### src/design/uslfo_pkg.sv
`default_nettype none

package uslfo_pkg;

  localparam int unsigned SINE_TABLE_BITS = 10;

  localparam int unsigned CFG_IDX_W  = 3;
  localparam int unsigned CFG_DATA_W = 18;

  // Register indexes of the configuration port
  typedef enum logic [CFG_IDX_W-1:0] {
    REG_DURATION_KNOB = 3'd0,
    REG_FM_DEPTH      = 3'd1,
    REG_PULSE_WIDTH   = 3'd2,
    REG_OFFSET_MODE   = 3'd3,
    REG_INVERT_MODE   = 3'd4,
    REG_SAMPLE_RATE   = 3'd5
  } reg_idx_e;

  localparam int unsigned KW   = 67;   // year seconds (Q8) times base multiplier
  localparam int unsigned DSW  = 33;   // duration times sample rate
  localparam int unsigned DVW  = KW + DSW;

  localparam logic [2:0]  BASE_LAST   = 3'd6;
  localparam logic [63:0] HALF_CYCLE  = 64'h8000_0000_0000_0000;
  localparam logic [DVW-1:0] TINY_DIV = DVW'(131072);

  localparam logic [14:0] DUR_MIN = 15'd256;
  localparam logic [14:0] DUR_MAX = 15'd25600;
  localparam logic [15:0] PW_MIN  = 16'd655;
  localparam logic [15:0] PW_MAX  = 16'd64880;
  localparam logic signed [12:0] AMP      = 13'sd1280;
  localparam logic signed [12:0] FULL_AMP = 13'sd2560;

  // Year length in Q8 seconds scaled by the multiplier of each time base
  function automatic logic [KW-1:0] base_const(input logic [2:0] base);
    logic [KW-1:0] k;
    case (base)
      3'd0:    k = 67'd8078573050;
      3'd1:    k = 67'd807857305000;
      3'd2:    k = 67'd8078573050000;
      3'd3:    k = 67'd8078573050000000;
      3'd4:    k = 67'd807857305000000000;
      3'd5:    k = 67'd111258108044600000000;
      default: k = '0;
    endcase
    return k;
  endfunction

endpackage

`default_nettype wire

### src/design/ultra_slow_multiwave_lfo.sv
`default_nettype none

// Ultra-slow LFO: sine, triangle, saw and square outputs in signed Q4.8 volts.
// One transaction in gives one transaction out. From acceptance to a ready
// result an item goes through a setup state, the bit-serial multiply that
// builds the period divisor, a check state, the restoring division of 2^80
// by that divisor, a state to advance the phase, the shared 18x18 multiplier
// steps that evaluate the sine polynomial and an output state. Once a result
// is loaded into the output register, the next item can be taken in the
// following cycle.
// On the heat-death time base or with a zero sample rate the multiply and
// division are skipped; with a divisor too small to divide only the division
// is skipped.
// Input is taken only between items; a finished result waits in the output
// register while the next item is being worked.
module ultra_slow_multiwave_lfo #(
  parameter int unsigned SineTableBits = uslfo_pkg::SINE_TABLE_BITS
) (
  input  wire logic                                clk_i,
  input  wire logic                                rst_ni,
  input  wire logic                                cfg_we_i,
  input  wire logic [uslfo_pkg::CFG_IDX_W-1:0]     cfg_idx_i,
  input  wire logic [uslfo_pkg::CFG_DATA_W-1:0]    cfg_data_i,
  input  wire logic                                in_valid_i,
  output logic                                     in_stall_o,
  input  wire logic signed [12:0]                  fm_cv_i,
  input  wire logic                                fm_connected_i,
  input  wire logic signed [12:0]                  reset_cv_i,
  input  wire logic                                reset_connected_i,
  input  wire logic                                base_button_i,
  output logic                                     out_valid_o,
  input  wire logic                                out_stall_i,
  output logic signed [12:0]                       sine_out_o,
  output logic signed [12:0]                       triangle_out_o,
  output logic signed [12:0]                       saw_out_o,
  output logic signed [12:0]                       square_out_o,
  output logic [2:0]                               base_select_o,
  output logic [15:0]                              phase_view_o,
  output logic [14:0]                              duration_view_o
);

  localparam int unsigned QB = SineTableBits - 2;
  localparam int unsigned DVW = uslfo_pkg::DVW;
  localparam logic [6:0] DIV_TOP = 7'd80;
  localparam logic [6:0] MUL_TOP = 7'(uslfo_pkg::DSW - 1);

  // Polynomial sequencer steps
  localparam logic [2:0] SN_SQ = 3'd0;
  localparam logic [2:0] SN_T1 = 3'd1;
  localparam logic [2:0] SN_T2 = 3'd2;
  localparam logic [2:0] SN_T3 = 3'd3;
  localparam logic [2:0] SN_T4 = 3'd4;
  localparam logic [2:0] SN_Y  = 3'd5;
  localparam logic [2:0] SN_V  = 3'd6;

  typedef enum logic [7:0] {
    S_IDLE  = 8'b0000_0001,
    S_PREP  = 8'b0000_0010,
    S_MUL   = 8'b0000_0100,
    S_CHK   = 8'b0000_1000,
    S_DIV   = 8'b0001_0000,
    S_APPLY = 8'b0010_0000,
    S_SIN   = 8'b0100_0000,
    S_OUT   = 8'b1000_0000
  } state_e;

  state_e state_q;

  logic [14:0]        dur_knob_q;
  logic signed [9:0]  fm_depth_q;
  logic [15:0]        pulse_width_q;
  logic               offset_q;
  logic               invert_q;
  logic [17:0]        sample_rate_q;

  logic [63:0]        phase_q;
  logic [2:0]         base_q;
  logic               btn_armed_q;
  logic               rst_armed_q;
  logic signed [12:0] rst_cv_q;
  logic               rst_on_q;
  logic [14:0]        dur_q;
  logic [uslfo_pkg::DSW-1:0] ds_q;
  logic [DVW-1:0]     dv_q;
  logic [DVW-1:0]     rem_q;
  logic [63:0]        quo_q;
  logic [63:0]        inc_q;
  logic [6:0]         cnt_q;
  logic [2:0]         step_q;
  logic [17:0]        x2_q;
  logic [17:0]        t_q;
  logic [10:0]        v_q;

  // Accept-time duration and button edge
  logic               in_acc;
  logic               out_load;
  logic signed [22:0] fm_prod;
  logic signed [14:0] fm_adj;
  logic signed [17:0] dur_raw;
  logic [14:0]        dur_clamp;
  logic               btn_fire;
  logic [2:0]         base_nx;

  assign in_stall_o = (state_q != S_IDLE);
  assign in_acc     = in_valid_i && !in_stall_o;
  assign out_load   = (state_q == S_OUT) && (!out_valid_o || !out_stall_i);

  always_comb begin
    fm_prod = 23'(fm_cv_i) * 23'(fm_depth_q);
    fm_adj  = 15'(fm_prod >>> 8);
    dur_raw = $signed({3'b000, dur_knob_q}) + (fm_connected_i ? 18'(fm_adj) : 18'sd0);
    if (dur_raw < $signed({3'b000, uslfo_pkg::DUR_MIN})) begin
      dur_clamp = uslfo_pkg::DUR_MIN;
    end else if (dur_raw > $signed({3'b000, uslfo_pkg::DUR_MAX})) begin
      dur_clamp = uslfo_pkg::DUR_MAX;
    end else begin
      dur_clamp = dur_raw[14:0];
    end
    btn_fire = btn_armed_q && base_button_i;
    if (!btn_fire) begin
      base_nx = base_q;
    end else if (base_q == uslfo_pkg::BASE_LAST) begin
      base_nx = 3'd0;
    end else begin
      base_nx = base_q + 3'd1;
    end
  end

  // Divisor build and division step
  logic [uslfo_pkg::KW-1:0] kmul;
  logic [DVW:0]             rem_sh;
  logic                     div_ge;
  logic [63:0]              quo_nx;

  always_comb begin
    kmul   = uslfo_pkg::base_const(base_q);
    rem_sh = {rem_q, (cnt_q == DIV_TOP)};
    div_ge = rem_sh >= {1'b0, dv_q};
    quo_nx = {quo_q[62:0], div_ge};
  end

  // Sine table entry address from the phase
  logic [SineTableBits-1:0] sin_idx;
  logic [SineTableBits-1:0] sin_ent;
  logic [1:0]               quad;
  logic [16:0]              xa;
  logic [16:0]              x;

  always_comb begin
    sin_idx = phase_q[63 -: SineTableBits];
    sin_ent = sin_idx + (offset_q ? (SineTableBits'(1) << QB) : '0);
    quad    = sin_ent[SineTableBits-1 -: 2];
    xa      = 17'(sin_ent[QB-1:0]) << (16 - QB);
    x       = quad[0] ? 17'(17'h10000 - xa) : xa;
  end

  // Shared multiplier of the sine polynomial
  logic [17:0] ma;
  logic [17:0] mb;
  logic [35:0] prod;
  logic [19:0] sub_c;
  logic [19:0] v_rnd;

  always_comb begin
    case (step_q)
      SN_SQ: begin
        ma = 18'(x);  mb = 18'(x);  sub_c = 20'd0;
      end
      SN_T1: begin
        ma = x2_q;    mb = 18'd11;  sub_c = 20'd307;
      end
      SN_T2: begin
        ma = x2_q;    mb = t_q;     sub_c = 20'd5223;
      end
      SN_T3: begin
        ma = x2_q;    mb = t_q;     sub_c = 20'd42334;
      end
      SN_T4: begin
        ma = x2_q;    mb = t_q;     sub_c = 20'd102944;
      end
      SN_Y: begin
        ma = 18'(x);  mb = t_q;     sub_c = 20'd0;
      end
      SN_V: begin
        ma = t_q;     mb = 18'd1280; sub_c = 20'd0;
      end
      default: begin
        ma = '0;      mb = '0;      sub_c = 20'd0;
      end
    endcase
    prod  = 36'(ma) * 36'(mb);
    v_rnd = 20'((prod + 36'd32768) >> 16);
  end

  // Waveform shaping from the updated phase
  logic [31:0]        p32;
  logic [15:0]        top16;
  logic [31:0]        tri_u;
  logic [31:0]        tri_d;
  logic signed [12:0] tri_p;
  logic signed [12:0] tri_w;
  logic signed [12:0] saw_r;
  logic signed [12:0] saw_b;
  logic signed [12:0] saw_w;
  logic signed [12:0] rom_v;
  logic signed [12:0] rom_s;
  logic signed [12:0] sin_w;
  logic [15:0]        pw_c;
  logic signed [12:0] sqr_w;

  always_comb begin
    p32   = phase_q[63:32];
    top16 = phase_q[63:48];
    if (offset_q) begin
      tri_u = invert_q ? p32 - 32'h8000_0000 : p32;
    end else begin
      tri_u = invert_q ? p32 - 32'h4000_0000 : p32 - 32'hC000_0000;
    end
    tri_d = tri_u[31] ? 32'(33'h1_0000_0000 - 33'(tri_u)) : tri_u;
    tri_p = 13'((35'(tri_d) * 35'd5) >> 22);
    tri_w = offset_q ? tri_p : tri_p - uslfo_pkg::AMP;

    saw_r = 13'((35'(p32) * 35'd5) >> 23);
    if (offset_q) begin
      saw_w = invert_q ? uslfo_pkg::FULL_AMP - saw_r : saw_r;
      saw_b = saw_r;
    end else begin
      saw_b = p32[31] ? saw_r - uslfo_pkg::FULL_AMP : saw_r;
      saw_w = invert_q ? -saw_b : saw_b;
    end

    rom_v = quad[1] ? -$signed({2'b00, v_q}) : $signed({2'b00, v_q});
    rom_s = invert_q ? -rom_v : rom_v;
    sin_w = offset_q ? uslfo_pkg::AMP - rom_s : rom_s;

    if (pulse_width_q < uslfo_pkg::PW_MIN) begin
      pw_c = uslfo_pkg::PW_MIN;
    end else if (pulse_width_q > uslfo_pkg::PW_MAX) begin
      pw_c = uslfo_pkg::PW_MAX;
    end else begin
      pw_c = pulse_width_q;
    end
    sqr_w = ((top16 < pw_c) != invert_q) ? uslfo_pkg::AMP : -uslfo_pkg::AMP;
    if (offset_q) begin
      sqr_w = sqr_w + uslfo_pkg::AMP;
    end
  end

  // Configuration registers
  always_ff @(posedge clk_i or negedge rst_ni) begin
    if (!rst_ni) begin
      dur_knob_q    <= 15'd256;
      fm_depth_q    <= '0;
      pulse_width_q <= 16'd32768;
      offset_q      <= 1'b0;
      invert_q      <= 1'b0;
      sample_rate_q <= 18'd44100;
    end else if (cfg_we_i) begin
      case (cfg_idx_i)
        uslfo_pkg::REG_DURATION_KNOB: dur_knob_q    <= cfg_data_i[14:0];
        uslfo_pkg::REG_FM_DEPTH:      fm_depth_q    <= cfg_data_i[9:0];
        uslfo_pkg::REG_PULSE_WIDTH:   pulse_width_q <= cfg_data_i[15:0];
        uslfo_pkg::REG_OFFSET_MODE:   offset_q      <= cfg_data_i[0];
        uslfo_pkg::REG_INVERT_MODE:   invert_q      <= cfg_data_i[0];
        uslfo_pkg::REG_SAMPLE_RATE:   sample_rate_q <= cfg_data_i;
        default: ;
      endcase
    end
  end

  // Control state and phase
  always_ff @(posedge clk_i or negedge rst_ni) begin
    if (!rst_ni) begin
      state_q     <= S_IDLE;
      phase_q     <= '0;
      base_q      <= '0;
      btn_armed_q <= 1'b0;
      rst_armed_q <= 1'b0;
      out_valid_o <= 1'b0;
      cnt_q       <= '0;
      step_q      <= '0;
    end else begin
      // raise on a new result, drop a taken one
      if (out_load) begin
        out_valid_o <= 1'b1;
      end else if (out_valid_o && !out_stall_i) begin
        out_valid_o <= 1'b0;
      end
      case (state_q)
        S_IDLE: begin
          if (in_acc) begin
            base_q <= base_nx;
            if (btn_fire) begin
              btn_armed_q <= 1'b0;
              phase_q     <= '0;
            end else if (!base_button_i) begin
              btn_armed_q <= 1'b1;
            end
            state_q <= S_PREP;
          end
        end
        S_PREP: begin
          cnt_q <= MUL_TOP;
          if (base_q >= uslfo_pkg::BASE_LAST || sample_rate_q == '0) begin
            state_q <= S_APPLY;
          end else begin
            state_q <= S_MUL;
          end
        end
        S_MUL: begin
          if (cnt_q == '0) begin
            state_q <= S_CHK;
          end else begin
            cnt_q <= cnt_q - 7'd1;
          end
        end
        S_CHK: begin
          cnt_q   <= DIV_TOP;
          state_q <= (dv_q <= uslfo_pkg::TINY_DIV) ? S_APPLY : S_DIV;
        end
        S_DIV: begin
          if (cnt_q == '0) begin
            state_q <= S_APPLY;
          end else begin
            cnt_q <= cnt_q - 7'd1;
          end
        end
        S_APPLY: begin
          // advance, unless a reset edge clears the phase
          if (rst_on_q && rst_armed_q && rst_cv_q >= 13'sd256) begin
            rst_armed_q <= 1'b0;
            phase_q     <= '0;
          end else begin
            phase_q <= phase_q + inc_q;
            if (rst_on_q && !rst_armed_q && rst_cv_q <= 13'sd0) begin
              rst_armed_q <= 1'b1;
            end
          end
          step_q  <= SN_SQ;
          state_q <= S_SIN;
        end
        S_SIN: begin
          if (step_q == SN_V) begin
            state_q <= S_OUT;
          end else begin
            step_q <= step_q + 3'd1;
          end
        end
        S_OUT: begin
          if (out_load) begin
            state_q <= S_IDLE;
          end
        end
        default: state_q <= S_IDLE;
      endcase
    end
  end

  // Datapath registers
  always_ff @(posedge clk_i) begin
    case (state_q)
      S_IDLE: begin
        if (in_acc) begin
          dur_q    <= dur_clamp;
          rst_cv_q <= reset_cv_i;
          rst_on_q <= reset_connected_i;
        end
      end
      S_PREP: begin
        ds_q <= uslfo_pkg::DSW'(dur_q) * uslfo_pkg::DSW'(sample_rate_q);
        dv_q <= '0;
        if (base_q >= uslfo_pkg::BASE_LAST) begin
          inc_q <= '0;
        end else begin
          inc_q <= uslfo_pkg::HALF_CYCLE;
        end
      end
      S_MUL: begin
        dv_q <= {dv_q[DVW-2:0], 1'b0} + (ds_q[cnt_q[5:0]] ? DVW'(kmul) : '0);
      end
      S_CHK: begin
        rem_q <= '0;
        quo_q <= '0;
        inc_q <= uslfo_pkg::HALF_CYCLE;
      end
      S_DIV: begin
        rem_q <= div_ge ? DVW'(rem_sh - {1'b0, dv_q}) : rem_sh[DVW-1:0];
        quo_q <= quo_nx;
        if (cnt_q == '0) begin
          inc_q <= (quo_nx > uslfo_pkg::HALF_CYCLE) ? uslfo_pkg::HALF_CYCLE : quo_nx;
        end
      end
      S_SIN: begin
        case (step_q)
          SN_SQ: x2_q <= prod[33:16];
          SN_T1, SN_T2, SN_T3, SN_T4: t_q <= 18'(sub_c - prod[35:16]);
          SN_Y:  t_q  <= prod[33:16];
          SN_V:  v_q  <= (v_rnd > 20'd1280) ? 11'd1280 : v_rnd[10:0];
          default: ;
        endcase
      end
      S_OUT: begin
        if (!out_valid_o || !out_stall_i) begin
          sine_out_o      <= sin_w;
          triangle_out_o  <= tri_w;
          saw_out_o       <= saw_w;
          square_out_o    <= sqr_w;
          base_select_o   <= base_q;
          phase_view_o    <= top16;
          duration_view_o <= dur_q;
        end
      end
      default: ;
    endcase
  end

endmodule

`default_nettype wire

### config.mk
export PLATFORM = sky130hd
export DESIGN_NAME = ultra_slow_multiwave_lfo
export DESIGN_NICKNAME = d
export VERILOG_FILES = /design/src/design/uslfo_pkg.sv /design/src/design/ultra_slow_multiwave_lfo.sv
export SDC_FILE = /design/constraint.sdc
export NUM_CORES = 2
export LEC_CHECK = 0
export BUFFER_PORTS_ARGS = -buffer_cell sky130_fd_sc_hd__buf_2
export CAP_MARGIN = 10
export CORE_ASPECT_RATIO = 1.1
export CORE_MARGIN = 10
export CORE_UTILIZATION = 55
export DETAILED_ROUTE_END_ITERATION = 10
export PLACE_DENSITY = 0.71
export SLEW_MARGIN = 30
export SYNTH_ARGS = -nofsm -noshare
export SYNTH_HDL_FRONTEND = slang
export SYNTH_SLANG_ARGS = --single-unit
### constraint.sdc
create_clock -name clk_i -period 21.3 [get_ports clk_i]
set_input_delay 0 -clock clk_i [delete_from_list [all_inputs] [get_ports clk_i]]
set_output_delay 0 -clock clk_i [all_outputs]
set_load 0.005 [all_outputs]
### Yosys cells after proc, flatten, opt, wreduce, memory -nomap -nowiden

Cells that the tools add are included.

| storage, ports and cells | value |
|---|---|
| bits in registers | 671 |
| input bits | 55 |
| logic and storage cells | 222 |

| cells by class | value |
|---|---|
| $add $sub $neg | 23 |
| multipliers | 5 |
| magnitude comparators | 13 |
| eq/ne operators | 37 |
| muxes and demuxes | 59 |
| reductions and logical operators | 52 |

Operators with widths:

| kind | number |
|---|---|
| 67-bit case mux with 6 select lines | 1 |
| 100-bit case mux with 2 select lines | 2 |
| 64-bit two-way mux | 6 |
| 64-bit case mux with 3 select lines | 1 |
| 13-bit two-way mux | 10 |
| 32-bit two-way mux | 4 |
| 64-bit case mux with 2 select lines | 1 |
| 63-bit case mux with 2 select lines | 1 |
| 101-bit by 100-bit >= comparator with 1-bit output | 1 |
| 100-bit by 67-bit adder with 100-bit output | 1 |
| 100-bit by 18-bit <= comparator with 1-bit output, second input constant | 1 |
| 100-bit two-way mux | 1 |
| 100-bit subtractor | 1 |
| 18-bit case mux with 4 select lines | 1 |
| 32-bit by 3-bit multiplier with 35-bit output, second input constant | 2 |
| 17-bit case mux with 4 select lines | 1 |
| 67-bit two-way mux | 1 |
| 64-bit adder | 1 |
| 64-bit > comparator, second input constant | 1 |
| 8-bit case mux with 8 select lines | 1 |
| 32-bit subtractor, second input constant | 2 |
| 18-bit case mux with 3 select lines | 1 |
| 8-bit two-way mux | 5 |
| 36-bit by 16-bit adder with 36-bit output, second input constant | 1 |
| other kinds (70) | 141 |

### Logic depth before layout (Yosys ltp)

| depth | value |
|---|---|
| depth in word-level cells | 8 |
| gate-level depth with buffers | 42 |

### Worst setup path before layout

No wires, ideal clock.

| timing path | value |
|---|---|
| path type | register to register |
| from | reg step_q[0] |
| to | reg t_q[16] (data pin) |
| setup time | 0.269 ns |
| arrival time | 8.816 ns |
| data required time | 21.031 ns |
| slack | 12.215 ns |
| stages on the path, launching flop included | 38 |
| path buffers | 2 |
| period minus slack after synthesis | 9.085 ns |
| path through | dfrtp_1 -> ha_1 -> ha_1 -> a21oi_1 -> nand3_1 -> clkbuf_1 -> a221oi_1 -> clkbuf_1 -> nor2_1 -> fa_1 -> inv_1 -> fa_1 -> fa_1 -> fa_1 -> inv_1 -> fa_1 -> fa_1 -> ha_1 -> (+2 left out) -> o21a_1 -> nor2_1 -> xnor2_1 -> ha_1 -> fa_1 -> nor2b_1 -> o21ai_0 -> a21boi_0 -> o21ai_0 -> a21boi_0 -> o21bai_1 -> o21ai_0 -> o211ai_1 -> o31a_1 -> nor2_1 -> a21oi_1 -> xor2_1 -> o21ai_0 |

| between the ends | value |
|---|---|
| cells in the longest elaborated chain, start to end | 6 |
| elaborated cells on any way between the ends | 16 |

Ends and longest elaborated chain:

| element | line | RTL |
|---|---|---|
| from (decl) | ultra_slow_multiwave_lfo.sv:89 | `logic [2:0] step_q;` |
| from (signal assigned) | ultra_slow_multiwave_lfo.sv:346 | `step_q <= step_q + 3'd1;` |
| 3-bit == test, or another cell as far along | ultra_slow_multiwave_lfo.sv:165 | `case (step_q)` |
| 4-bit OR reduction (no source line) / 2-bit OR reduction (equally long branches) | - |  |
| 18-bit case mux with 4 select lines / 18-bit case mux with 3 select lines (equally long branches) | ultra_slow_multiwave_lfo.sv:165 |  |
| 18-bit by 18-bit multiplier with 36-bit output * | ultra_slow_multiwave_lfo.sv:191 | `prod = 36'(ma) * 36'(mb);` |
| named net prod[16] | ultra_slow_multiwave_lfo.sv:160 | `logic [35:0] prod;` |
| 18-bit subtractor * | ultra_slow_multiwave_lfo.sv:396 | `SN_T1, SN_T2, SN_T3, SN_T4: t_q <= 18'(sub_c - prod[35:16]);` |
| 18-bit case mux with 2 select lines * | ultra_slow_multiwave_lfo.sv:394 | `case (step_q)` |
| to (signal assigned) | ultra_slow_multiwave_lfo.sv:396 |  |
| to (signal assigned) | ultra_slow_multiwave_lfo.sv:397 | `SN_Y: t_q <= prod[33:16];` |
| to (decl) | ultra_slow_multiwave_lfo.sv:91 | `logic [17:0] t_q;` |

Mark *: on every way through the listed nets, which the timed path passes. The rest lies on a longest branch.
A chain may end at the register's enable or synchronous reset.

### Final worst setup path

| timing path | value |
|---|---|
| from | reg step_q[1] |
| to | reg t_q[16] (data pin) |

| between the ends | value |
|---|---|
| cells in the longest elaborated chain, start to end | 6 |
| elaborated cells on any way between the ends | 16 |

Ends and longest elaborated chain:

| element | line |
|---|---|
| 3-bit == test, or another cell as far along | ultra_slow_multiwave_lfo.sv:165, ultra_slow_multiwave_lfo.sv:394 |
| 4-bit OR reduction (no source line) / 2-bit OR reduction (equally long branches) | - |
| 18-bit case mux with 4 select lines / 18-bit case mux with 3 select lines (equally long branches) | ultra_slow_multiwave_lfo.sv:165 |
| 18-bit by 18-bit multiplier with 36-bit output | ultra_slow_multiwave_lfo.sv:191 |
| 18-bit subtractor | ultra_slow_multiwave_lfo.sv:396 |
| 18-bit case mux with 2 select lines * | ultra_slow_multiwave_lfo.sv:394 |

Mark *: on every way between the ends. The rest lies on a longest branch, timed or not.

==> impl_metrics.env <==
export IMPL_status="finished clean"
export IMPL_ys_ff_latch=661
export IMPL_synthTopCellsByCount="inv_1, nand2_1, ha_1"
export IMPL_cts_sinks=661
export IMPL_gp_congestion=0.975
export IMPL_viasPerCell=5.94
export IMPL_rsz0062_at_grt="false"
export IMPL_multiInputGateArea_um2=46000
export IMPL_critPathCaptureType="flop"
export IMPL_grt_pass1_vias=54900
export IMPL_ctsLongestPathBuffers=3
export IMPL_postLayoutCoreUtil=0.596
export IMPL_finalNetCount=8705
export IMPL_grt_util_all_layers=0.264
export IMPL_grt_overflow=0
export IMPL_synth_area_top_cells="edfxtp_1, fa_1, ha_1, dfrtp_1, inv_1"
export IMPL_dp_hpwl_um=144000
export IMPL_cts_tree="yes"
export IMPL_syn_area_um2=69200
export IMPL_wl_per_cell_um=20.4
export IMPL_clock_skew_ns=0.0254
export IMPL_drc=0
export IMPL_io_buffers=134
export IMPL_num_rows=136
export IMPL_postSynthAreaPerCell_um2=9.38
export IMPL_arrival_ns=10.92
export IMPL_cts_resized_gates=0
export IMPL_first_iter_violations=4413
export IMPL_cpPeakStageDelay_ns=0.69
export IMPL_finalMaxSlewViolations=0
export IMPL_synth_distinct_cells=113
export IMPL_core_um2=125000
export IMPL_layout_drive_gt1_share=0.0644
export IMPL_maxSlewHeadroom=0.266
export IMPL_synth_top_area_cell="edfxtp_1"
export IMPL_clock_latency_ns=0.69
export IMPL_synth_top_cell_area_share=0.222
export IMPL_ios=143
export IMPL_yosysMostFrequentCell="inv_1"
export IMPL_drt_wl_total_um=186000
export IMPL_antenna_found_initial=9
export IMPL_hold_viol_final=0
export IMPL_final_fill_count=10800
export IMPL_critPathLaunchType="flop"
export IMPL_fin_setup_tns_ns=0
export IMPL_critPathSlowestCell="a221o_1"
export IMPL_ys_warn_count=0
export IMPL_drv_cap=0
export IMPL_cts_setup_buffers=0
export IMPL_grt_pass1_wl_um=299000
export IMPL_timing_final_crit_share=0.494
export IMPL_clkSlewWorstSetupHoldPaths_ns=0.06
export IMPL_max_freq_ghz=0.0950
export IMPL_die_h_um=392
export IMPL_synthArstFlopShare=0.225
export IMPL_postCtsHoldBufs=62
export IMPL_clockRootBuffer="clkbuf_16"
export IMPL_die_area_um2=140000
export IMPL_synth_yosys_seq_area_share=0.276
export IMPL_final_seq_area_um2=19100
export IMPL_worstHoldStart="fm_connected_i"
export IMPL_crit_path_max_fanout=15
export IMPL_dr_pass1_iters=6
export IMPL_netlist_instances=7377
export IMPL_ys_flop_type="edfxtp_1"
export IMPL_timing_rr_start="step_q[1]"
export IMPL_fin_crit_ns=10.52
export IMPL_startpoint="step_q[1]"
export IMPL_synth_edff_count=512
export IMPL_worst_slack_ns=10.78
export IMPL_dp_cells=8927
export IMPL_grt_max_degree=123
export IMPL_worst_pin_slew_ns=1.09
export IMPL_layoutNonFillerInstCount=9130
export IMPL_fp_dieW_um=358
export IMPL_post_place_ws_ns=11.12
export IMPL_antenna_left=0
export IMPL_area_growth_pct=7.59
export IMPL_route_vias_total=54200
export IMPL_initial_core_util=0.554
export IMPL_setup_violations_final=0
export IMPL_cts_buffers=77
export IMPL_holdCritPathClass="input pin to flop"
export IMPL_crit_top_cell="fa_1"
export IMPL_required_ns=21.69
export IMPL_crit_type="flop to flop"
export IMPL_htreeDepth=3
-- sequential cells by signal, summed over array words and instances, names as in the netlist, 13 cells and up --
name and flops:
ds_q 33, dur_knob_q 15, dur_q 15, duration_view_o 15, dv_q 99, inc_q 64, phase_q 64, phase_view_o 16
pulse_width_q 16, quo_q 63, rem_q 100, rst_cv_q 13, sample_rate_q 18, saw_out_o 13, sine_out_o 13, t_q 18
triangle_out_o 13, x2_q 18
-- layer usage --
layer / routed length (um) / GRT usage / up-vias
li1: - / - / 25300
met1: 78200 / 0.347 / 26700
met2: 88000 / 0.442 / 1833
met3: 13300 / 0.0410 / 356
met4: 6590 / 0.0923 / 12
met5: 78 / 0 / -
-- per-stage QoR --
step                area [um2]  hold slack [ns]
CTS                      74400           0.0460
detailed placement       71300          0.00248
floorplan                69200           -0.296
global placement         71200         0.000217
finish                   74400           0.0925
global route             74400            0.107
-- cells by family after synthesis --
group / share of synthesized area
AND/OR/NAND/NOR: 0.167
multiplexers: 0.0253
flip-flops: 0.276
buffers and inverters: 0.0611
other: 0.0000542
AO/OA/AOI/OAI: 0.127
adder cells (fa/ha/maj): 0.287
XOR/XNOR: 0.0571
-- layout make-up --
type / instances / share of cell area
clock buffers: 89 / 0.0270
diodes: 2 / 0.0000672
multi-input cells: 5626 / 0.618
clock inverters: 49 / 0.00686
inverters: 801 / 0.0404
well taps: 1656 / 0.0278
flip-flops and latches: 661 / 0.257
repair buffers: 246 / 0.0230
-- final timing paths --
path                       cells past startpoint              to  slack [ns]
min in group asynchronous                      4     phase_q[20]        0.46
max                                           34         t_q[16]       10.78
min                                            4        dur_q[1]        0.09
min reg2reg                                    2     phase_q[31]        0.49
max reg2reg                                   34         t_q[16]       10.78
max in group asynchronous                      5  dur_knob_q[13]       19.45
-- worst max-delay path, delay by kind of cell, from the launching register on --
| kind | cells | cell delay, ns |
|---|---|---|
| xor gates and xnor gates | 2 | 0.57 |
| and+or+nand+nor | 7 | 1.69 |
| DFF | 1 | 0.40 |
| buffers and inverters | 2 | 0.16 |
| AOI/OAI and AO/OA | 14 | 3.35 |
| adders and majority gates | 9 | 4.06 |
-- cell usage in the layout, fill, tap and decap left out, types with 55 or more instances in the layout --
cell type / instances
edfxtp_1: 512
o21ai_0: 300
buf_2: 133
ha_1: 658
nor2_1: 623
a21oi_1: 407
clkbuf_16: 77
nand2b_1: 68
mux2i_1: 88
nor4_1: 74
mux2_2: 57
dlygate4sd3_1: 61
nand3_1: 97
fa_1: 579
inv_1: 795
dfrtp_1: 140
o21a_1: 58
nand2_1: 751
o21bai_1: 70
nor3_1: 109
nand4_1: 88
a21o_1: 158
xor2_1: 155
and2_1: 330
xnor2_1: 278
nor2b_1: 55
Power is not shown: default switching activity piles up to over one toggle a cycle in this logic, so the estimate is an artifact.
